$ cat config.mk
export PLATFORM = sky130hd
export DESIGN_NAME = zero_run_rle_decoder_top
export DESIGN_NICKNAME = d
export VERILOG_FILES = /design/src/rtl/zrle_pkg.sv /design/src/rtl/zrle_cfg.sv /design/src/rtl/zrle_core.sv /design/src/rtl/zero_run_rle_decoder_top.sv
export SDC_FILE = /design/constraint.sdc
export NUM_CORES = 1
export LEC_CHECK = 0
export ABC_AREA = 1
export BUFFER_PORTS_ARGS = -buffer_cell sky130_fd_sc_hd__buf_2
export CORE_UTILIZATION = 53
export CTS_CLUSTER_DIAMETER = 40
export CTS_CLUSTER_SIZE = 16
export DETAILED_ROUTE_END_ITERATION = 12
export GPL_ROUTABILITY_DRIVEN = 1
export PLACE_DENSITY = 0.78
export SLEW_MARGIN = 0
export SYNTH_ARGS = -nofsm -noshare
export SYNTH_HDL_FRONTEND = slang
export SYNTH_SLANG_ARGS = --single-unit
$ cat constraint.sdc
create_clock -name clk -period 2.95 [get_ports clk]
set_input_delay 0 -clock clk [delete_from_list [all_inputs] [get_ports clk]]
set_output_delay 0 -clock clk [all_outputs]
set_load 0.02 [all_outputs]
$ cat src/rtl/zrle_pkg.sv
// ----------------------------------------------------------------------------
// Zero-run RLE decoder package
// Shared constants for the decoder: field widths, phase codes and register
// indexes of the configuration port.
// ----------------------------------------------------------------------------
package zrle_pkg;

	localparam int BYTE_W  = 8;
	localparam int COUNT_W = 16;
	localparam int PHASE_W = 2;

	localparam logic [PHASE_W-1:0] PHASE_LITERAL    = 2'd0;
	localparam logic [PHASE_W-1:0] PHASE_COUNT_LOW  = 2'd1;
	localparam logic [PHASE_W-1:0] PHASE_COUNT_HIGH = 2'd2;

	localparam logic REG_START = 1'b0;
	localparam logic REG_LIMIT = 1'b1;

endpackage

$ cat src/rtl/zrle_cfg.sv
// ----------------------------------------------------------------------------
// Zero-run RLE decoder configuration registers
// APB-style register file holding the start and limit addresses. A write of
// the start address raises a one-cycle restart pulse for the decoder core.
// ----------------------------------------------------------------------------
module zrle_cfg
	import zrle_pkg::*;
#(
	parameter int ADDR_BITS = 20,
	parameter int DATA_W    = 32,
	parameter int PADDR_W   = 3
) (
	input  logic                 clk,
	input  logic                 arst_n,
	input  logic                 psel,
	input  logic                 penable,
	input  logic                 pwrite,
	input  logic [PADDR_W-1:0]   paddr,
	input  logic [DATA_W-1:0]    pwdata,
	output logic [DATA_W-1:0]    prdata,
	output logic [ADDR_BITS-1:0] start_address,
	output logic [ADDR_BITS:0]   limit_address,
	output logic                 restart
);

	logic                 wr_en;
	logic                 reg_idx;
	logic [ADDR_BITS-1:0] start_q;
	logic [ADDR_BITS:0]   limit_q;
	logic                 restart_q;

	assign wr_en   = psel && penable && pwrite;
	assign reg_idx = paddr[PADDR_W-1];

	always_ff @(posedge clk or negedge arst_n) begin
		if (!arst_n) begin
			start_q   <= '0;
			limit_q   <= {1'b1, {ADDR_BITS{1'b0}}};
			restart_q <= 1'b0;
		end else begin
			restart_q <= 1'b0;
			if (wr_en) begin
				unique case (reg_idx)
					REG_START: begin
						start_q   <= pwdata[ADDR_BITS-1:0];
						restart_q <= 1'b1;
					end
					REG_LIMIT: begin
						limit_q <= pwdata[ADDR_BITS:0];
					end
					default: begin
					end
				endcase
			end
		end
	end

	always_comb begin
		prdata = '0;
		unique case (reg_idx)
			REG_START: prdata[ADDR_BITS-1:0] = start_q;
			REG_LIMIT: prdata[ADDR_BITS:0]   = limit_q;
			default:   prdata = '0;
		endcase
	end

	assign start_address = start_q;
	assign limit_address = limit_q;
	assign restart       = restart_q;

endmodule

$ cat src/rtl/zrle_core.sv
// ----------------------------------------------------------------------------
// Zero-run RLE decoder core
// Input register, decode state and result register. Literal bytes become
// writes at the pointer; two zeros start a 16-bit little-endian skip count.
// ----------------------------------------------------------------------------
module zrle_core
	import zrle_pkg::*;
#(
	parameter int ADDR_BITS = 20
) (
	input  logic                 clk,
	input  logic                 arst_n,
	input  logic [ADDR_BITS-1:0] start_address,
	input  logic [ADDR_BITS:0]   limit_address,
	input  logic                 restart,
	input  logic                 in_valid,
	output logic                 in_ready,
	input  logic [BYTE_W-1:0]    byte_value,
	input  logic                 last_byte,
	output logic                 out_valid,
	input  logic                 out_ready,
	output logic [ADDR_BITS-1:0] write_address,
	output logic [BYTE_W-1:0]    write_data,
	output logic                 overflow
);

	localparam int PTR_W = ADDR_BITS + 1;
	localparam int SUM_W = ((PTR_W > COUNT_W) ? PTR_W : COUNT_W) + 1;

	logic                 valid_s1;
	logic [BYTE_W-1:0]    byte_s1;
	logic                 last_s1;

	logic [PTR_W-1:0]     ptr_q;
	logic                 zero_seen_q;
	logic [PHASE_W-1:0]   phase_q;
	logic [BYTE_W-1:0]    count_low_q;

	logic                 out_valid_q;
	logic [ADDR_BITS-1:0] addr_q;
	logic [BYTE_W-1:0]    data_q;
	logic                 ovf_q;

	logic                 out_free;
	logic                 is_literal;
	logic                 fire_s1;
	logic [PTR_W-1:0]     eff_limit;
	logic                 at_limit;
	logic [SUM_W-1:0]     skip_sum;
	logic [SUM_W-1:0]     limit_ext;
	logic [PTR_W-1:0]     ptr_skip;
	logic [PTR_W-1:0]     ptr_d;
	logic                 zero_seen_d;
	logic [PHASE_W-1:0]   phase_d;
	logic [BYTE_W-1:0]    count_low_d;

	assign out_free   = !out_valid_q || out_ready;
	assign is_literal = (phase_q != PHASE_COUNT_LOW) && (phase_q != PHASE_COUNT_HIGH);
	assign fire_s1    = valid_s1 && (!is_literal || out_free);
	assign in_ready   = !valid_s1 || fire_s1;

	assign eff_limit = limit_address[ADDR_BITS] ? {1'b1, {ADDR_BITS{1'b0}}} : limit_address;
	assign at_limit  = (ptr_q >= eff_limit);
	assign skip_sum  = SUM_W'(ptr_q) + SUM_W'({byte_s1, count_low_q});
	assign limit_ext = SUM_W'(eff_limit);
	assign ptr_skip  = (skip_sum > limit_ext) ? eff_limit : skip_sum[PTR_W-1:0];

	always_comb begin
		ptr_d       = ptr_q;
		zero_seen_d = zero_seen_q;
		phase_d     = phase_q;
		count_low_d = count_low_q;
		unique case (phase_q)
			PHASE_COUNT_LOW: begin
				count_low_d = byte_s1;
				phase_d     = PHASE_COUNT_HIGH;
			end
			PHASE_COUNT_HIGH: begin
				ptr_d       = ptr_skip;
				phase_d     = PHASE_LITERAL;
				zero_seen_d = 1'b0;
				count_low_d = '0;
			end
			default: begin
				if (!at_limit) begin
					ptr_d = ptr_q + PTR_W'(1);
				end
				phase_d = PHASE_LITERAL;
				if (byte_s1 != '0) begin
					zero_seen_d = 1'b0;
				end else if (zero_seen_q) begin
					zero_seen_d = 1'b0;
					phase_d     = PHASE_COUNT_LOW;
				end else begin
					zero_seen_d = 1'b1;
				end
			end
		endcase
		if (last_s1) begin
			ptr_d       = PTR_W'(start_address);
			zero_seen_d = 1'b0;
			phase_d     = PHASE_LITERAL;
			count_low_d = '0;
		end
	end

	always_ff @(posedge clk or negedge arst_n) begin
		if (!arst_n) begin
			valid_s1    <= 1'b0;
			ptr_q       <= '0;
			zero_seen_q <= 1'b0;
			phase_q     <= PHASE_LITERAL;
			count_low_q <= '0;
			out_valid_q <= 1'b0;
		end else begin
			if (in_ready) begin
				valid_s1 <= in_valid;
			end
			if (restart) begin
				ptr_q       <= PTR_W'(start_address);
				zero_seen_q <= 1'b0;
				phase_q     <= PHASE_LITERAL;
				count_low_q <= '0;
			end else if (fire_s1) begin
				ptr_q       <= ptr_d;
				zero_seen_q <= zero_seen_d;
				phase_q     <= phase_d;
				count_low_q <= count_low_d;
			end
			if (fire_s1 && is_literal) begin
				out_valid_q <= 1'b1;
			end else if (out_ready) begin
				out_valid_q <= 1'b0;
			end
		end
	end

	always_ff @(posedge clk) begin
		if (in_ready && in_valid) begin
			byte_s1 <= byte_value;
			last_s1 <= last_byte;
		end
		if (fire_s1 && is_literal) begin
			addr_q <= at_limit ? '0 : ptr_q[ADDR_BITS-1:0];
			data_q <= at_limit ? '0 : byte_s1;
			ovf_q  <= at_limit;
		end
	end

	assign out_valid     = out_valid_q;
	assign write_address = addr_q;
	assign write_data    = data_q;
	assign overflow      = ovf_q;

endmodule

$ cat src/rtl/zero_run_rle_decoder_top.sv
// ----------------------------------------------------------------------------
// Zero-run RLE decoder top level
// Decodes a zero-run-length byte stream into byte writes for a zero-filled
// destination region, with an APB-style port for start and limit addresses.
//
//   Channel   Handshake              Payload
//   input     in_valid / in_ready    byte_value, last_byte
//   output    out_valid / out_ready  write_address, write_data, overflow
//   config    psel / penable         paddr, pwrite, pwdata, prdata, pready
//
// One byte is accepted per cycle while the output side has room; a literal byte's
// write is offered through the input register and then the result register.
// Count bytes give no write and never wait for the output side.
// A stalled output holds one result and one byte in the input register.
// Reset clears the pipeline, sets the pointer to the start address and the
// limit to the top of the address space. Writing the start address restarts.
// ----------------------------------------------------------------------------
module zero_run_rle_decoder_top
	import zrle_pkg::*;
#(
	parameter int ADDR_BITS = 20,
	localparam int DATA_W  = (ADDR_BITS + 1 > 32) ? 64 : 32,
	localparam int PADDR_W = (DATA_W == 64) ? 4 : 3
) (
	input  logic                 clk,
	input  logic                 arst_n,
	input  logic                 psel,
	input  logic                 penable,
	input  logic                 pwrite,
	input  logic [PADDR_W-1:0]   paddr,
	input  logic [DATA_W-1:0]    pwdata,
	output logic [DATA_W-1:0]    prdata,
	output logic                 pready,
	input  logic                 in_valid,
	output logic                 in_ready,
	input  logic [BYTE_W-1:0]    byte_value,
	input  logic                 last_byte,
	output logic                 out_valid,
	input  logic                 out_ready,
	output logic [ADDR_BITS-1:0] write_address,
	output logic [BYTE_W-1:0]    write_data,
	output logic                 overflow
);

	logic [ADDR_BITS-1:0] start_address;
	logic [ADDR_BITS:0]   limit_address;
	logic                 restart;

	assign pready = 1'b1;

	zrle_cfg #(
		.ADDR_BITS(ADDR_BITS),
		.DATA_W   (DATA_W),
		.PADDR_W  (PADDR_W)
	) u_cfg (
		.clk          (clk),
		.arst_n       (arst_n),
		.psel         (psel),
		.penable      (penable),
		.pwrite       (pwrite),
		.paddr        (paddr),
		.pwdata       (pwdata),
		.prdata       (prdata),
		.start_address(start_address),
		.limit_address(limit_address),
		.restart      (restart)
	);

	zrle_core #(
		.ADDR_BITS(ADDR_BITS)
	) u_core (
		.clk          (clk),
		.arst_n       (arst_n),
		.start_address(start_address),
		.limit_address(limit_address),
		.restart      (restart),
		.in_valid     (in_valid),
		.in_ready     (in_ready),
		.byte_value   (byte_value),
		.last_byte    (last_byte),
		.out_valid    (out_valid),
		.out_ready    (out_ready),
		.write_address(write_address),
		.write_data   (write_data),
		.overflow     (overflow)
	);

endmodule

# Word level (Yosys, flattened, before mapping)
# Cells that the tools add are included.
dict set report classes {
  add_sub_neg 2
  n_lt_le_gt_ge 2
  eq_ne 6
  n_mux 29
  bitwise 1
  n_reduce_logical 21
}
# op n
set ops {}
lappend ops {{$mux W21} 6}
lappend ops {{$pmux W21 S2} 1}
lappend ops {{$pmux W20 S2} 1}
lappend ops {{$mux W8} 3}
lappend ops {{$add A21 B16 Y22} 1}
lappend ops {{$gt A22 B21 Y1} 1}
lappend ops {{$add A21 B1 Y21 const B} 1}
lappend ops {{$ge A21 B21 Y1} 1}
lappend ops {{$pmux W8 S2} 1}
lappend ops {{$mux W1} 11}
lappend ops {{$mux W2} 4}
lappend ops {{$reduce_and A2 Y1} 4}
lappend ops {{$reduce_bool A8 Y1} 1}
lappend ops {{$logic_and A1 B1 Y1} 6}
lappend ops {{$ne A4 B3 Y1 const B} 1}
lappend ops {{$pmux W2 S2} 1}
lappend ops {{$reduce_bool A2 Y1} 2}
lappend ops {{$reduce_bool A4 Y1} 1}
lappend ops {{$logic_not A1 Y1} 3}
lappend ops {{$logic_or A1 B1 Y1} 3}
lappend ops {{$ne A3 B2 Y1 const B} 1}
lappend ops {{$reduce_and A3 Y1} 1}
lappend ops {{$eq A2 B1 Y1 const B} 1}
lappend ops {{$eq A2 B2 Y1 const B} 1}
lappend ops {{other kinds (4)} 4}
dict set report word_totals {
  regBits 114
  input_bits 51
  elab_cells 75
}

# Depth between registers and ports, before layout
dict set report logic_depth {
  depth_word 7
  mapped_depth 30
  mapped_depth_nobuf 29
}

# Cells and area by module
# From an unflattened synthesis, not the netlist that was laid out.
dict set report unflattened {
  hier_cells 1124
  hier_area_um2 8224.1
}
# module n_inst cells_each area_per_inst_um2
set by_module_without_submodules {}
lappend by_module_without_submodules {zrle_core 1 859 6200.9}
lappend by_module_without_submodules {zrle_cfg 1 263 2011.9}
lappend by_module_without_submodules {zero_run_rle_decoder_top 1 2 11.3}

# Worst setup path after synthesis
# Ideal clock, no wire load.
dict set report synth_timing {
  path_type {reg-to-reg}
  from {reg u_core.ptr_q[0]}
  to {reg u_core.ptr_q[20]}
  setup_time_ns 0.121
  arrival_time_ns 3.090
  required_ns 2.829
  path_slack_ns -0.261
  path_stages_with_launch 26
  n_path_buf 1
  cell_sequence {dfrtp_1 -> ha_1 -> inv_1 -> fa_1 -> o21ai_1 -> a31oi_1 -> o21ai_0 -> xnor2_1 -> inv_1 -> ha_1 -> nand2_1 -> nor2_1 -> nand2_1 -> nor2_1 -> nand2_1 -> nand2_1 -> nand2_1 -> nand2_1 -> nand3_2 -> nand2_2 -> nand2_2 -> buf_6 -> nand2_1 -> nand3_1 -> nand2_1 -> o21ai_1}
}
dict set report synth_between {
  elab_chain_cells 7
  word_cells_on_any_way 12
}
# element line_no
set synth_rtl {}
lappend synth_rtl {{start, declared} zrle_core.sv:34} ;# logic [PTR_W-1:0] ptr_q;
lappend synth_rtl {{start signal, assigned} zrle_core.sv:120} ;# ptr_q <= PTR_W'(start_address);
lappend synth_rtl {{start signal, assigned} zrle_core.sv:125} ;# ptr_q <= ptr_d;
lappend synth_rtl {{$add A21 B16 Y22} zrle_core.sv:64} ;# assign skip_sum = SUM_W'(ptr_q) + SUM_W'({byte_s1, count_low_q});
lappend synth_rtl {{$gt A22 B21 Y1} zrle_core.sv:66} ;# assign ptr_skip = (skip_sum > limit_ext) ? eff_limit : skip_sum[PTR_W-1:0];
lappend synth_rtl {{$mux W21} zrle_core.sv:66}
lappend synth_rtl {{$pmux W21 S2} zrle_core.sv:73} ;# unique case (phase_q)
lappend synth_rtl {{$mux W21} zrle_core.sv:99} ;# if (last_s1) begin
lappend synth_rtl {{$mux W21} zrle_core.sv:124} ;# end else if (fire_s1) begin
lappend synth_rtl {{$mux W21} zrle_core.sv:119} ;# if (restart) begin
# Several ways; a longest one is shown, not always the timed one. The select of a mux whose other input is x is not followed.
# A chain may end at the register's enable or synchronous reset.

# Final worst setup path
dict set report layout_timing {
  from {reg u_core.ptr_q[0]}
  to {reg u_core.ptr_q[19]}
}
# Same word-level chain as after synthesis.

==> flow_summary.yaml <==
timing:
  skew_ns: 0.0129
  worstMarginPinSlew_ns: 1.00
  finalSetupViolCount: 21
  max_freq_mhz: 278
  slew_violations: 0
  rsz0062_at_grt: "true"
  fin_tns_setup_ns: -11.62
  hold_viol_final: 0
  fin_crit_sh_pct: 122
  timing.final.ws_setup_ns: -0.646
  relSlewSlack_pct: 33.1
  fin_crit_ns: 3.60
global_routing:
  grt_pass1_vias: 7200
  overflow: 0
  antenna_found_initial: 0
  met2_usage_pct: 49.1
  met3_usage_pct: 5.36
  grt_usage_pct: 30.9
  grt_max_degree: 77
  grtUsageMet1_pct: 42.1
  grt_first_pass_wirelength_um: 35700
  top_usage_layer: "met2"
setup_path:
  endpoint_kind: "flip-flop"
  arrival_ns: 3.92
  path_buf_inv: 4
  crit_path_top_delay_cell: "dfrtp_1"
  critical-path-top-delay-family: "simple AND/OR/NAND/NOR gates"
  path_class: "flip-flop to flip-flop"
  reg2reg_to: "u_core.ptr_q[19]$_DFFE_PN0P_"
  crit_fanout: 7
  rr_startpoint: "u_core.ptr_q[0]$_DFFE_PN0P_"
  worstPathCellList: "ha_2 > inv_2 > fa_2 > o21ai_4 > nand2_4 > nand2_4 > nand3_2 > nand2_2 > buf_4 > nand2_2 > xor2_2 > inv_1 > ha_2 > a21oi_2 > nor2_2 > nor3_2 > nand2_4 > nand2_4 > buf_6 > nand2_1 > nand3_1 > nand2_1 > nand2_1 > nand2_1"
  ff2ff_path_depth: 24
  required_ns: 3.27
  cp-start-kind: "flip-flop"
  regToRegSetupSlack_ns: -0.65
  slowest_delay_ns: 0.36
clocking:
  clk_path_buf_depth: 2
  cts_made_buffers: 17
  htreeDepth: 4
  cts_tree: "done"
  root_buffer: "clkbuf_16"
  cts_sinks: 114
  clkLatencyLatePin_ns: 0.44
  clk_pin_slew_ns: 0.06
yosys:
  synth_largest_area_cell: "dfrtp_1"
  ys_types: 39
  synthMuxAreaShare_pct: 2.86
  synth_adder_area_share_pct: 10.1
  synth-edff-count: 38
  ys_seq_area_share_pct: 38.6
  synth_area_leaders: "dfrtp_1, edfxtp_1, nand2_1, ha_1, inv_1"
  synth_top_area_share_pct: 23.8
  synth_ff_type: "dfrtp_1"
  synth-compound-area-share_pct: 10.2
  synthXorXnorAreaFrac_pct: 2.55
  synth-simple-area-share_pct: 26.3
  syn_avg_cell_area_um2: 7.61
  yosysWarnings: 0
  async_flop_share_pct: 66.7
  syn-instance-count: 1036
  ys_ff_latch: 114
  syn-cell-area_mm2: 0.00789
  synth_top_family_by_area: "simple AND/OR/NAND/NOR gates"
final_layout:
  antenna-diode-count: 0
  final_cell_mix: "nand2_1, inv_1, buf_4, buf_2, dfrtp_1"
  nets: 1362
  seqCellArea_mm2: 0.00305
  multi_input_comb_area_mm2: 0.00474
  fill_cells: 1047
  final_layout_size_suffix_gt1_share_pct: 28.8
  design_area_mm2: 0.0108
  syn_to_final_growth_pct: 36.5
  layout_commonest_cell: "nand2_1"
run_status:
  outcome: "finished, violations left"
  violations: "negative setup slack"
hold_path:
  worstHoldEndpoint: "u_cfg.restart$_DFF_PN0_"
  hold_class: "input pin to flip-flop"
  hold_depth: 4
  min-delay-start: "penable"
power_and_ir_drop:
  leakagePower_nw: 5.26
  total_power_mw: 12.0
  ir_worst_vdd_mv: 0.633
  power.density_mw_per_mm2: 1120
die:
  die_y_um: 124
  start_util_pct: 54.3
  ioPinCount: 115
  die_w_um: 124
  core-area_mm2: 0.0145
  rows: 44
  dieArea_mm2: 0.0154
detailed_routing:
  drt_iter0_drc: 965
  totalWireLength_um: 24200
  antenna_left: 0
  avgRoutedWirePerCell_um: 16.8
  vias: 7994
  viasPerCell: 5.53
  route.detailed.drc: 0
  drtPass1Iterations: 6
placement:
  port-buffer-count: 89
  dp.final_hpwl_um: 16300
  placed_area_mm2: 0.00907
  place.gp.congestion: 0.928
job:
  drv_cap: 0
-- per-layer routing --
metal  up-vias  routed length, um  part of all wire (%)
met5         -                  0                     0
met4         0                814                   3.4
met3        77               1900                   7.9
met2       404              11200                    46
met1      3718              10300                    43
li1       3795                  -                     -
-- synthesized netlist by cell type (15+ instances only) --
library cell	n
xor2_1	20
nor2_1	73
ha_1	62
nand2_1	291
buf_4	15
clkbuf_1	20
edfxtp_1	38
a21oi_1	61
inv_1	124
o21ai_0	72
mux2_2	20
dfrtp_1	75
nand3_1	71
nand4_1	17
-- final cells by class --
class	count	area share, %
inverter	124	4.32
clock buffer	17	3.95
multi-input combinational	759	44.0
timing repair buffer	232	15.5
tap	184	2.14
clock inverter	15	1.84
sequential	114	28.3
-- stage by stage --
stage	setup slack, ns	hold WS (ns)	util, %	std cells
after floorplan	-0.102	-0.296	-	1046
after global placement	-0.589	0.178	62.4	1365
after detailed placement	-0.598	0.178	62.4	1365
after CTS	-0.485	0.109	70.7	1435
after global routing	-0.780	0.153	74.1	1445
final	-0.646	0.116	74.1	1445
-- worst max path at each step --
stage / slack, ns / end / depth (start not counted) / from
3_5_place_dp: -0.60 / u_core.ptr_q[12]$_DFFE_PN0P_ / 25 / u_core.count_low_q[3]$_DFFE_PN0P_
2_1_floorplan: -0.10 / u_core.ptr_q[20]$_DFFE_PN0P_ / 25 / u_core.ptr_q[5]$_DFFE_PN0P_
3_3_place_gp: -0.59 / u_core.ptr_q[12]$_DFFE_PN0P_ / 25 / u_core.count_low_q[3]$_DFFE_PN0P_
6_report: -0.65 / u_core.ptr_q[19]$_DFFE_PN0P_ / 24 / u_core.ptr_q[0]$_DFFE_PN0P_
4_1_cts: -0.49 / u_core.ptr_q[18]$_DFFE_PN0P_ / 26 / u_core.ptr_q[0]$_DFFE_PN0P_
5_1_grt: -0.78 / u_core.ptr_q[12]$_DFFE_PN0P_ / 26 / u_core.ptr_q[0]$_DFFE_PN0P_
-- tightest hold or removal path, stage by stage --
cell and delay, ns:
buf_2 0.11, nand3_1 0.08, nor2_2 0.03, buf_4 0.23
-- what timing repair did --
action,4_1_cts,5_1_grt
endpoints found under the setup margin,21,21
gates cloned,1,1
buffers inserted,2,9
hold buffers,35,0
gates resized for setup,44,74
endpoints found under the hold margin,127,0
pin swaps,15,38
-- cell families after synthesis --
logic type / count (synthesis)
buffers and inverters: 173
AO/OA/AOI/OAI: 154
other: 2
XOR/XNOR: 23
multiplexers: 20
flip-flops: 114
AND/OR/NAND/NOR: 487
adder cells (fa/ha/maj): 63
-- power breakdown --
part	switching (mW)	total, mW	internal, mW
clock network	0.840	2.19	1.35
logic	4.30	7.38	3.08
registers	0.321	2.47	2.15
total	5.46	12.0	6.58
-- state kept, by name, indices dropped and copies added (netlist names), 2 cells and up --
signal / cells
u_core.phase_q: 2
u_cfg.start_address: 20
u_core.count_low_q: 8
u_core.byte_s1: 8
u_core.write_address: 20
u_core.write_data: 8
u_core.ptr_q: 21
u_cfg.limit_address: 21
(Power assumes the default switching activity.)
